## config.mk

```make
export PLATFORM = sky130hd
export DESIGN_NAME = tarpt_ctrl
export DESIGN_NICKNAME = d
export VERILOG_FILES = /design/src/rtl/tarpt_pkg.sv /design/src/rtl/tarpt_ctrl.sv
export SDC_FILE = /design/constraint.sdc
export NUM_CORES = 1
export LEC_CHECK = 0
export BUFFER_PORTS_ARGS = -buffer_cell sky130_fd_sc_hd__buf_2
export CAP_MARGIN = 20
export CORE_MARGIN = 2
export CORE_UTILIZATION = 35
export DETAILED_ROUTE_END_ITERATION = 8
export GPL_TIMING_DRIVEN = 0
export PLACE_DENSITY_LB_ADDON = 0.05
export SLEW_MARGIN = 15
export SYNTH_ARGS = -nofsm -noshare
export SYNTH_HDL_FRONTEND = slang
export SYNTH_SLANG_ARGS = --single-unit
```

## constraint.sdc

```tcl
create_clock -name clk -period 2.3 [get_ports clk]
set_input_delay 0.345 -clock clk [delete_from_list [all_inputs] [get_ports clk]]
set_output_delay 0.345 -clock clk [all_outputs]
set_load 0.01 [all_outputs]
```

## src/rtl/tarpt_pkg.sv

```systemverilog
// Shared types and constants of the three-axis rate controller.
package tarpt_pkg;

  // Field and arithmetic widths.
  localparam int SAMPLE_W  = 24;
  localparam int COEF_W    = 16;
  localparam int ACC_W     = 32;
  localparam int DT_W      = 16;
  localparam int FLAG_W    = 7;
  localparam int REG_COUNT = 8;
  localparam int REG_W     = 3 * COEF_W;
  localparam int IDX_W     = $clog2(REG_COUNT);
  localparam int OPND_W    = 33;
  localparam int PROD_W    = 64;
  localparam int OMEGA_W   = 26;
  localparam int CROSS_W   = 40;
  localparam int REM_W     = 47;
  localparam int QUO_W     = 17;
  localparam int CTR_W     = 5;
  localparam int ESQ_W     = 30;
  localparam int RECIP_W   = 32;
  localparam int RPROD_W   = ESQ_W + RECIP_W;

  // Steps of the error-weight divider: reciprocal product, estimate,
  // back-multiplication and the final remainder check.
  localparam int DIV_STEPS = 4;

  // 400 degrees per second in Q11.12 radians, its square, twice and half the
  // square, and the reciprocal of the square scaled by two to the 61.
  localparam logic signed [SAMPLE_W:0] RAD400    = 25'sd28595;
  localparam logic [REM_W-1:0]         RAD_SQ    = 47'd817674025;
  localparam logic [REM_W-1:0]         RAD_SQ2   = 47'd1635348050;
  localparam logic [REM_W-1:0]         RAD_SQ_H  = 47'd408837012;
  localparam logic [RECIP_W-1:0]       RECIP_Q61 = 32'd2820002762;
  localparam logic [QUO_W-1:0]         UNITY_Q16 = 17'd65536;

  // Register indexes.
  localparam logic [IDX_W-1:0] REG_PROP      = 3'd0;
  localparam logic [IDX_W-1:0] REG_INTEG     = 3'd1;
  localparam logic [IDX_W-1:0] REG_DERIV     = 3'd2;
  localparam logic [IDX_W-1:0] REG_FEEDFWD   = 3'd3;
  localparam logic [IDX_W-1:0] REG_LIMIT     = 3'd4;
  localparam logic [IDX_W-1:0] REG_INERTIA_A = 3'd5;
  localparam logic [IDX_W-1:0] REG_INERTIA_B = 3'd6;
  localparam logic [IDX_W-1:0] REG_INERTIA_C = 3'd7;

  // Command codes of an input beat.
  localparam logic CMD_RUN   = 1'b0;
  localparam logic CMD_CLEAR = 1'b1;

  // Bit of the status flags that marks the vehicle as landed.
  localparam int FLAG_LANDED = 6;

  typedef struct packed {
    logic                       cmd;
    logic signed [SAMPLE_W-1:0] rate_x;
    logic signed [SAMPLE_W-1:0] rate_y;
    logic signed [SAMPLE_W-1:0] rate_z;
    logic signed [SAMPLE_W-1:0] target_x;
    logic signed [SAMPLE_W-1:0] target_y;
    logic signed [SAMPLE_W-1:0] target_z;
    logic signed [SAMPLE_W-1:0] accel_x;
    logic signed [SAMPLE_W-1:0] accel_y;
    logic signed [SAMPLE_W-1:0] accel_z;
    logic [DT_W-1:0]            step_time;
    logic [FLAG_W-1:0]          status_flags;
  } in_item_t;

  typedef struct packed {
    logic signed [ACC_W-1:0] torque_x;
    logic signed [ACC_W-1:0] torque_y;
    logic signed [ACC_W-1:0] torque_z;
    logic signed [ACC_W-1:0] accel_sp_x;
    logic signed [ACC_W-1:0] accel_sp_y;
    logic signed [ACC_W-1:0] accel_sp_z;
    logic signed [ACC_W-1:0] integral_x;
    logic signed [ACC_W-1:0] integral_y;
    logic signed [ACC_W-1:0] integral_z;
  } out_item_t;

  typedef enum logic [4:0] {
    S_IDLE, S_START, S_ACCEL, S_OMEGA, S_WDRAIN, S_CROSS, S_TORQUE, S_TDRAIN,
    S_ISQ, S_ISQ_W, S_DIV_INIT, S_DIV, S_IP1, S_IP1_W, S_IP2, S_IP2_W,
    S_IP3, S_IP3_W, S_IUPD, S_FINISH
  } state_t;

  // Which product the shared multiplier forms.
  typedef enum logic [2:0] {
    PH_ACCEL, PH_OMEGA, PH_CROSS, PH_TORQUE, PH_ESQ, PH_IP1, PH_IP2, PH_IP3
  } phase_t;

  typedef struct packed {
    logic       issue;
    phase_t     phase;
    logic [1:0] axis;
    logic [1:0] term;
    logic       first;
    logic       last;
  } mul_cmd_t;

  typedef struct packed {
    mul_cmd_t mul;
    logic     capture;
    logic     clear;
    logic     div_init;
    logic     div_step;
    logic     integ_wr;
    logic     load_out;
  } dp_ctl_t;

  typedef struct packed {
    logic is_clear;
    logic landed;
  } dp_stat_t;

endpackage

```

## src/rtl/tarpt_ctrl.sv

```systemverilog
// Sequencer: walks one update through the shared multiplier, divider and
// write-back steps, and owns both handshakes.
module tarpt_ctrl import tarpt_pkg::*; (
  input  logic     clk,
  input  logic     rst_n,
  input  logic     in_valid,
  output logic     in_stall,
  output logic     out_valid,
  input  logic     out_stall,
  output dp_ctl_t  ctl,
  input  dp_stat_t stat
);

  state_t            state_r, state_nxt;
  logic [1:0]        axis_r, axis_nxt;
  logic [CTR_W-1:0]  ctr_r, ctr_nxt;
  logic              out_valid_r, out_valid_nxt;

  // State register.
  always_ff @(posedge clk) begin
    if (!rst_n) begin
      state_r     <= S_IDLE;
      axis_r      <= '0;
      ctr_r       <= '0;
      out_valid_r <= 1'b0;
    end else begin
      state_r     <= state_nxt;
      axis_r      <= axis_nxt;
      ctr_r       <= ctr_nxt;
      out_valid_r <= out_valid_nxt;
    end
  end

  // Next state and datapath commands.
  always_comb begin
    state_nxt         = state_r;
    axis_nxt          = axis_r;
    ctr_nxt           = ctr_r;
    ctl               = '0;
    ctl.mul.phase     = PH_ACCEL;
    ctl.mul.axis      = axis_r;
    ctl.mul.term      = ctr_r[1:0];
    ctl.mul.first     = (ctr_r == '0);
    unique case (state_r)
      S_IDLE: begin
        if (in_valid) begin
          ctl.capture = 1'b1;
          state_nxt   = S_START;
        end
      end
      S_START: begin
        axis_nxt = '0;
        ctr_nxt  = '0;
        if (stat.is_clear) begin
          ctl.clear = 1'b1;
          state_nxt = S_FINISH;
        end else begin
          state_nxt = S_ACCEL;
        end
      end
      S_ACCEL, S_OMEGA, S_CROSS, S_TORQUE: begin
        ctl.mul.issue = 1'b1;
        priority case (state_r)
          S_ACCEL:  begin
            ctl.mul.phase = PH_ACCEL;
            ctl.mul.last  = (ctr_r == CTR_W'(1));
          end
          S_OMEGA:  begin
            ctl.mul.phase = PH_OMEGA;
            ctl.mul.last  = (ctr_r == CTR_W'(2));
          end
          S_CROSS:  begin
            ctl.mul.phase = PH_CROSS;
            ctl.mul.last  = (ctr_r == CTR_W'(1));
          end
          default: begin
            ctl.mul.phase = PH_TORQUE;
            ctl.mul.last  = (ctr_r == CTR_W'(3));
          end
        endcase
        if (ctl.mul.last) begin
          ctr_nxt = '0;
          if (axis_r == 2'd2) begin
            axis_nxt = '0;
            priority case (state_r)
              S_ACCEL: state_nxt = S_OMEGA;
              S_OMEGA: state_nxt = S_WDRAIN;
              S_CROSS: state_nxt = S_TORQUE;
              default: state_nxt = S_TDRAIN;
            endcase
          end else begin
            axis_nxt = axis_r + 2'd1;
          end
        end else begin
          ctr_nxt = ctr_r + CTR_W'(1);
        end
      end
      S_WDRAIN, S_TDRAIN: begin
        // Let the last sum of the phase reach its register.
        if (ctr_r == CTR_W'(1)) begin
          ctr_nxt = '0;
          if (state_r == S_WDRAIN) begin
            state_nxt = S_CROSS;
          end else if (stat.landed) begin
            state_nxt = S_FINISH;
          end else begin
            state_nxt = S_ISQ;
          end
        end else begin
          ctr_nxt = ctr_r + CTR_W'(1);
        end
      end
      S_ISQ: begin
        ctl.mul.issue = 1'b1;
        ctl.mul.phase = PH_ESQ;
        state_nxt     = S_ISQ_W;
      end
      S_ISQ_W: state_nxt = S_DIV_INIT;
      S_DIV_INIT: begin
        ctl.div_init = 1'b1;
        ctr_nxt      = '0;
        state_nxt    = S_DIV;
      end
      S_DIV: begin
        ctl.div_step = 1'b1;
        if (ctr_r == CTR_W'(DIV_STEPS - 1)) begin
          ctr_nxt   = '0;
          state_nxt = S_IP1;
        end else begin
          ctr_nxt = ctr_r + CTR_W'(1);
        end
      end
      S_IP1: begin
        ctl.mul.issue = 1'b1;
        ctl.mul.phase = PH_IP1;
        state_nxt     = S_IP1_W;
      end
      S_IP1_W: state_nxt = S_IP2;
      S_IP2: begin
        ctl.mul.issue = 1'b1;
        ctl.mul.phase = PH_IP2;
        state_nxt     = S_IP2_W;
      end
      S_IP2_W: state_nxt = S_IP3;
      S_IP3: begin
        ctl.mul.issue = 1'b1;
        ctl.mul.phase = PH_IP3;
        state_nxt     = S_IP3_W;
      end
      S_IP3_W: state_nxt = S_IUPD;
      S_IUPD: begin
        ctl.integ_wr = 1'b1;
        if (axis_r == 2'd2) begin
          axis_nxt  = '0;
          state_nxt = S_FINISH;
        end else begin
          axis_nxt  = axis_r + 2'd1;
          state_nxt = S_ISQ;
        end
      end
      S_FINISH: begin
        if (!out_valid_r || !out_stall) begin
          ctl.load_out = 1'b1;
          state_nxt    = S_IDLE;
        end
      end
      default: state_nxt = S_IDLE;
    endcase
  end

  // Result beat is held until the far side takes it.
  always_comb begin
    out_valid_nxt = out_valid_r;
    if (ctl.load_out) begin
      out_valid_nxt = 1'b1;
    end else if (out_valid_r && !out_stall) begin
      out_valid_nxt = 1'b0;
    end
  end

  assign in_stall  = (state_r != S_IDLE);
  assign out_valid = out_valid_r;

endmodule

```

==> impl_metrics.env, run 1 <==
export IMPL_grt_pass1_wl_um=5780
export IMPL_path_max_fanout=7
export IMPL_io_pins=24
export IMPL_criticalPathCategory="reg2out"
export IMPL_cts_htree_levels=1
export IMPL_powerDensity_nw_per_um2=923
export IMPL_yosys_area_top_type_share_pct=20.9
export IMPL_grt_max_degree=11
export IMPL_syn_nets=179
export IMPL_min_period_over_period_pct=96.6
export IMPL_finalCoreUtilization_pct=44.2
export IMPL_io_buffers=23
export IMPL_synthSimpleGateAreaFrac_pct=32.3
export IMPL_grt_setup_unrepaired="yes"
export IMPL_clock_skew_ns=0.000940
export IMPL_hp_class="in2reg"
export IMPL_synthCells=169
export IMPL_outcome="complete, no violations"
export IMPL_ys_seq_elements=13
export IMPL_cts_sinks=13
export IMPL_maxSlewViolCount=0
export IMPL_regArea_um2=265
export IMPL_synth_area_leaders="dfxtp_1 (21%), nor2_1 (4.8%), a21oi_1 (4.4%), a31oi_1 (4.0%), ha_1 (4.0%)"
export IMPL_clkTransAtPathRegs_ns=0.08
export IMPL_die_h_um=63.6
export IMPL_clkLatencyLatePin_ns=0.27
export IMPL_firstDrtPassIters=4
export IMPL_synth_xor_area_share_pct=1.41
export IMPL_max_cap_violations=0
export IMPL_cts_tree="built"
export IMPL_timing_max_slew_rel_slack_pct=66.8
export IMPL_routed_via_density=5.59
export IMPL_root_buffer="clkbuf_4"
export IMPL_antenna_found_initial=0
export IMPL_ys_flop_type="dfxtp_1"
export IMPL_worst_pin_slew_ns=0.497
export IMPL_coreArea_um2=3360
export IMPL_nets=208
export IMPL_vdd_ir_drop_max_uv=419
export IMPL_grt_overflow_total=0
export IMPL_multi_input_area_um2=902
export IMPL_initial_core_util_pct=36.9
export IMPL_synth_area_um2=1240
export IMPL_synthMuxAreaShare_pct=2.42
export IMPL_hold_buffers=0
export IMPL_clk_path_buf_depth=2
export IMPL_leakage_nw=0.632
export IMPL_dpl_cell_count=238
export IMPL_diodes=0
export IMPL_hold_viol=0
export IMPL_worst_setup_path_start_kind="register"
export IMPL_final_cells=243
export IMPL_grt_pass1_vias=1197
export IMPL_post_drt_wl_per_cell_um=15.0
export IMPL_crit_path_end_kind="output pin"
export IMPL_n_fill_cell=390
export IMPL_synth_top_family_by_area="simple AND/OR/NAND/NOR gates"
export IMPL_post_route_min_period_ns=2.22
export IMPL_ys_warn_count=0
export IMPL_synth_compound_gate_area_share_pct=30.9
export IMPL_setup_tns_ns=0
export IMPL_ant_nets=0
export IMPL_design_die_area_um2=4040
export IMPL_syn_area_per_cell_um2=7.35
export IMPL_synthArstFlopShare_pct=0
export IMPL_grt_usage_pct=18.2
export IMPL_yosysTopAreaCell="dfxtp_1"
export IMPL_max_clock_freq_ghz=0.450
export IMPL_wirelength_um=3650
export IMPL_synth_seq_area_share_pct=20.9
export IMPL_cp_required_ns=1.96
export IMPL_first_iter_violations=82
export IMPL_hpwl_um=2770
export IMPL_synth_adder_area_share_pct=4.03
export IMPL_vias=1359
export IMPL_ys_types=55
export IMPL_drc=0
export IMPL_finalSetupViolations=0
export IMPL_area_growth_pct=19.5
export IMPL_die_w_um=63.6
export IMPL_cts_buffers=3
export IMPL_synth_edff_count=0
export IMPL_drive_gt1_share_pct=28.9
export IMPL_place_gp_congestion=0.862
export IMPL_critPathArrivalTime_ns=1.88
export IMPL_fp_row_count=21
## final timing paths
path | startpoint | to | slack (ns) | cells past startpoint
worst min-delay path | rst_n | ctr_r[4] | 0.39 | 3
worst max register to register | ctr_r[0] | state_r[1] | 0.24 | 7
worst max-delay path | ctr_r[0] | ctl[6] | 0.08 | 5
worst min register to register | axis_r[1] | axis_r[1] | 0.51 | 2
## synth_stat cells (3+ instances only)
cell      number
nor2_1        16
dfxtp_1       13
nand2_1       12
a21oi_1       11
a31oi_1        8
nand3_1        8
inv_1          7
nor2b_1        6
o21ai_0        6
clkbuf_1       5
buf_2          4
ha_1           4
nand2b_1       4
nor3_1         4
and3_1         3
buf_1          3
buf_4          3
mux2i_1        3
nand3b_1       3
o21ai_1        3
o22ai_1        3
## power by group
| part | leakage, nW | internal, W | switching (W) | total [W] |
|---|---|---|---|---|
| Combinational | 0.507 | 0.000349 | 0.000556 | 0.000906 |
| Sequential | 0.107 | 0.000268 | 0.0000527 | 0.000321 |
| Clock | 0.0177 | 0.0000644 | 0.0000795 | 0.000144 |
| Total | 0.632 | 0.000682 | 0.000689 | 0.00137 |
## layer usage
metal | global-route usage, % | share of wire [%]
met5 | 0 | 0
met4 | 1.63 | 0.22
met3 | 3.57 | 6.9
met2 | 28.7 | 46
met1 | 26.4 | 47
## metrics by stage
step	hold slack, ns	setup slack, ns	area [um2]	total power, W
after floorplan	0.469	0.339	1240	0.000952
after global placement	0.488	0.131	1420	0.00119
after detailed placement	0.503	0.115	1420	0.00120
after CTS	0.386	-0.0172	1470	0.00136
after global routing	0.412	-0.0393	1490	0.00149
final	0.391	0.0774	1490	0.00137
## worst max-delay path: stages, from the launching register on
cell and delay [ns]:
dfxtp_4 0.39, ha_2 0.20, or4b_4 0.49, o211ai_4 0.21
nor2b_1 0.16, buf_2 0.15
## sequential cells by signal, summed over array words and instances (netlist names)
signal	flops
ctr_r	5
axis_r	2
out_valid	1
state_r	5
## cell families after synthesis
kind of cell               after synthesis
DFF                                     13
AOI/OAI and AO/OA                       53
xor gates and xnor gates                 2
muxes                                    3
adders and majority gates                4
buffers and inverters                   22
and+or+nand+nor                         72
## layout by cell type, fill, tap and decap left out, drive strengths merged, types with 6 or more instances in the layout
| cell type | n |
|---|---|
| nor2b | 6 |
| nand3 | 8 |
| nand2 | 13 |
| nor2 | 17 |
| a31oi | 8 |
| o21ai | 10 |
| inv | 7 |
| dfxtp | 13 |
| buf | 33 |
| clkbuf | 9 |
| a21oi | 11 |
## layout make-up
type / count / area share, %
Clock inverter: 1 / 0.337
Buffer: 14 / 5.14
Timing Repair Buffer: 25 / 8.76
Inverter: 7 / 1.77
Clock buffer: 3 / 1.52
Multi-Input combinational cell: 134 / 60.7
Sequential cell: 13 / 17.9
Tap cell: 46 / 3.88
## what timing repair did
action                     in CTS  in global routing
gates resized for setup         9                  5
setup endpoints to repair       4                  6
pin swaps                       1                  1
cloned                          0                  0
buffers inserted                0                  2
(Power assumes the default switching activity.)
==> run 2: changes to the inputs <==
Settings changed: CORE_UTILIZATION 35 to 50.
==> impl_metrics.env, run 2 (synthesized netlist as in run 1, its figures left out) <==
export IMPL_cts_htree_levels=1
export IMPL_die_w_um=53.9
export IMPL_die_h_um=53.9
export IMPL_layout_common_cells="buf_2 (27), nor2_1 (15), nand2_1 (12)"
export IMPL_diodes=0
export IMPL_initial_core_util_pct=51.6
export IMPL_grt_usage_pct=26.7
export IMPL_io_pins=24
export IMPL_firstDrtPassIters=4
export IMPL_drive_gt1_share_pct=28.6
export IMPL_setup_tns_ns=0
export IMPL_antenna_found_initial=0
export IMPL_reg_top3="ctr_r (5), state_r (5), axis_r (2)"
export IMPL_nets=207
export IMPL_root_buffer="clkbuf_4"
export IMPL_max_cap_violations=0
export IMPL_fp_row_count=18
export IMPL_coreArea_um2=2410
export IMPL_maxSlewViolCount=0
export IMPL_final_cell_area_um2=1470
export IMPL_hold_buffers=0
export IMPL_hold_viol=0
export IMPL_final_cells=226
export IMPL_hpwl_um=2650
export IMPL_worst_setup_path_start_kind="register"
export IMPL_path_max_fanout=7
export IMPL_drc=0
export IMPL_io_buffers=23
export IMPL_dpl_instance_area_um2=1400
export IMPL_cts_sinks=13
export IMPL_cts_buffers=3
export IMPL_wirelength_um=3420
export IMPL_clkLatencyLatePin_ns=0.28
export IMPL_grt_pass1_vias=1273
export IMPL_leakage_nw=0.624
export IMPL_area_growth_pct=18.1
export IMPL_first_iter_violations=58
export IMPL_grt_setup_unrepaired="no"
export IMPL_outcome="complete, no violations"
export IMPL_max_clock_freq_ghz=0.455
export IMPL_timing_max_slew_rel_slack_pct=63.6
export IMPL_hp_class="in2reg"
export IMPL_cts_tree="built"
export IMPL_clk_path_buf_depth=2
export IMPL_grt_overflow_total=0
export IMPL_design_die_area_um2=2900
export IMPL_worst_pin_slew_ns=0.542
export IMPL_grt_pass1_wl_um=5610
export IMPL_dp_slack_ns=0.153
export IMPL_critPathArrivalTime_ns=1.85
export IMPL_fin_ws_ns=0.102
export IMPL_vdd_ir_drop_max_uv=632
export IMPL_dpl_cell_count=222
export IMPL_final_common_cell="buf_2"
export IMPL_finalSetupViolations=0
export IMPL_crit_path_end_kind="output pin"
export IMPL_min_period_over_period_pct=95.6
export IMPL_place_gp_congestion=0.881
export IMPL_grt_max_degree=11
export IMPL_powerDensity_nw_per_um2=942
export IMPL_clock_skew_ns=0.000407
export IMPL_routed_via_density=6.17
export IMPL_p_total_w=0.00138
export IMPL_ant_nets=0
export IMPL_cp_required_ns=1.96
export IMPL_post_drt_wl_per_cell_um=15.1
export IMPL_clkTransAtPathRegs_ns=0.07
export IMPL_vias=1395
export IMPL_post_route_min_period_ns=2.20
export IMPL_criticalPathCategory="reg2out"
-- run 2: cell types whose count changed in the layout (fill, tap and decap cells not counted), sizes merged --
cell and change:
clkbuf +1, buf -1, clkinv -1
-- run 2: critical path, stage by stage (launching register included) --
cell      delay, ns
dfxtp_4        0.39
ha_4           0.15
or4b_4         0.49
o211ai_4       0.26
nor2b_1        0.15
buf_2          0.13
-- run 2: layout make-up --
cell class,count,area [um2]
Buffer,14,76.3
Multi-Input combinational cell,134,912
Tap cell,30,37.5
Fill cell,237,942
Timing Repair Buffer,24,123
Sequential cell,13,267
Clock buffer,4,26.3
Inverter,7,26.3
-- run 2: final timing paths --
check                  from          to  slack (ns)  cells past startpoint
hold reg to reg   axis_r[1]   axis_r[1]        0.51                      2
hold / removal        rst_n    ctr_r[4]        0.42                      3
setup reg to reg   ctr_r[0]  state_r[1]        0.26                      7
setup / recovery   ctr_r[0]      ctl[6]        0.10                      5
-- run 2: what timing repair did --
| item | CTS | global route |
|---|---|---|
| resized for setup | 6 | 10 |
| buffers inserted | 0 | 1 |
| setup endpoints to repair | 3 | 6 |
| pin swaps | 1 | 1 |
-- run 2: metrics by stage --
step           hold WS, ns  util [%]
4_1_cts              0.424      59.6
6_report             0.419      60.9
3_5_place_dp         0.502      57.9
5_1_grt              0.439      60.9
2_1_floorplan        0.469         -
3_3_place_gp         0.483      57.9
-- run 2: power by group --
| group | internal (W) | switching [W] |
|---|---|---|
| sequential | 0.000270 | 0.0000576 |
| clock | 0.0000674 | 0.0000733 |
| combinational | 0.000349 | 0.000565 |
| total | 0.000686 | 0.000696 |
-- run 2: per-layer routing --
metal	share of wire [%]	up-vias	wire (um)	GRT usage (%)
met4	1.1	0	39	8.12
met1	44	657	1510	34.6
met2	48	53	1650	44.7
li1	-	678	-	-
met5	0	-	0	0
met3	6.3	7	216	4.72
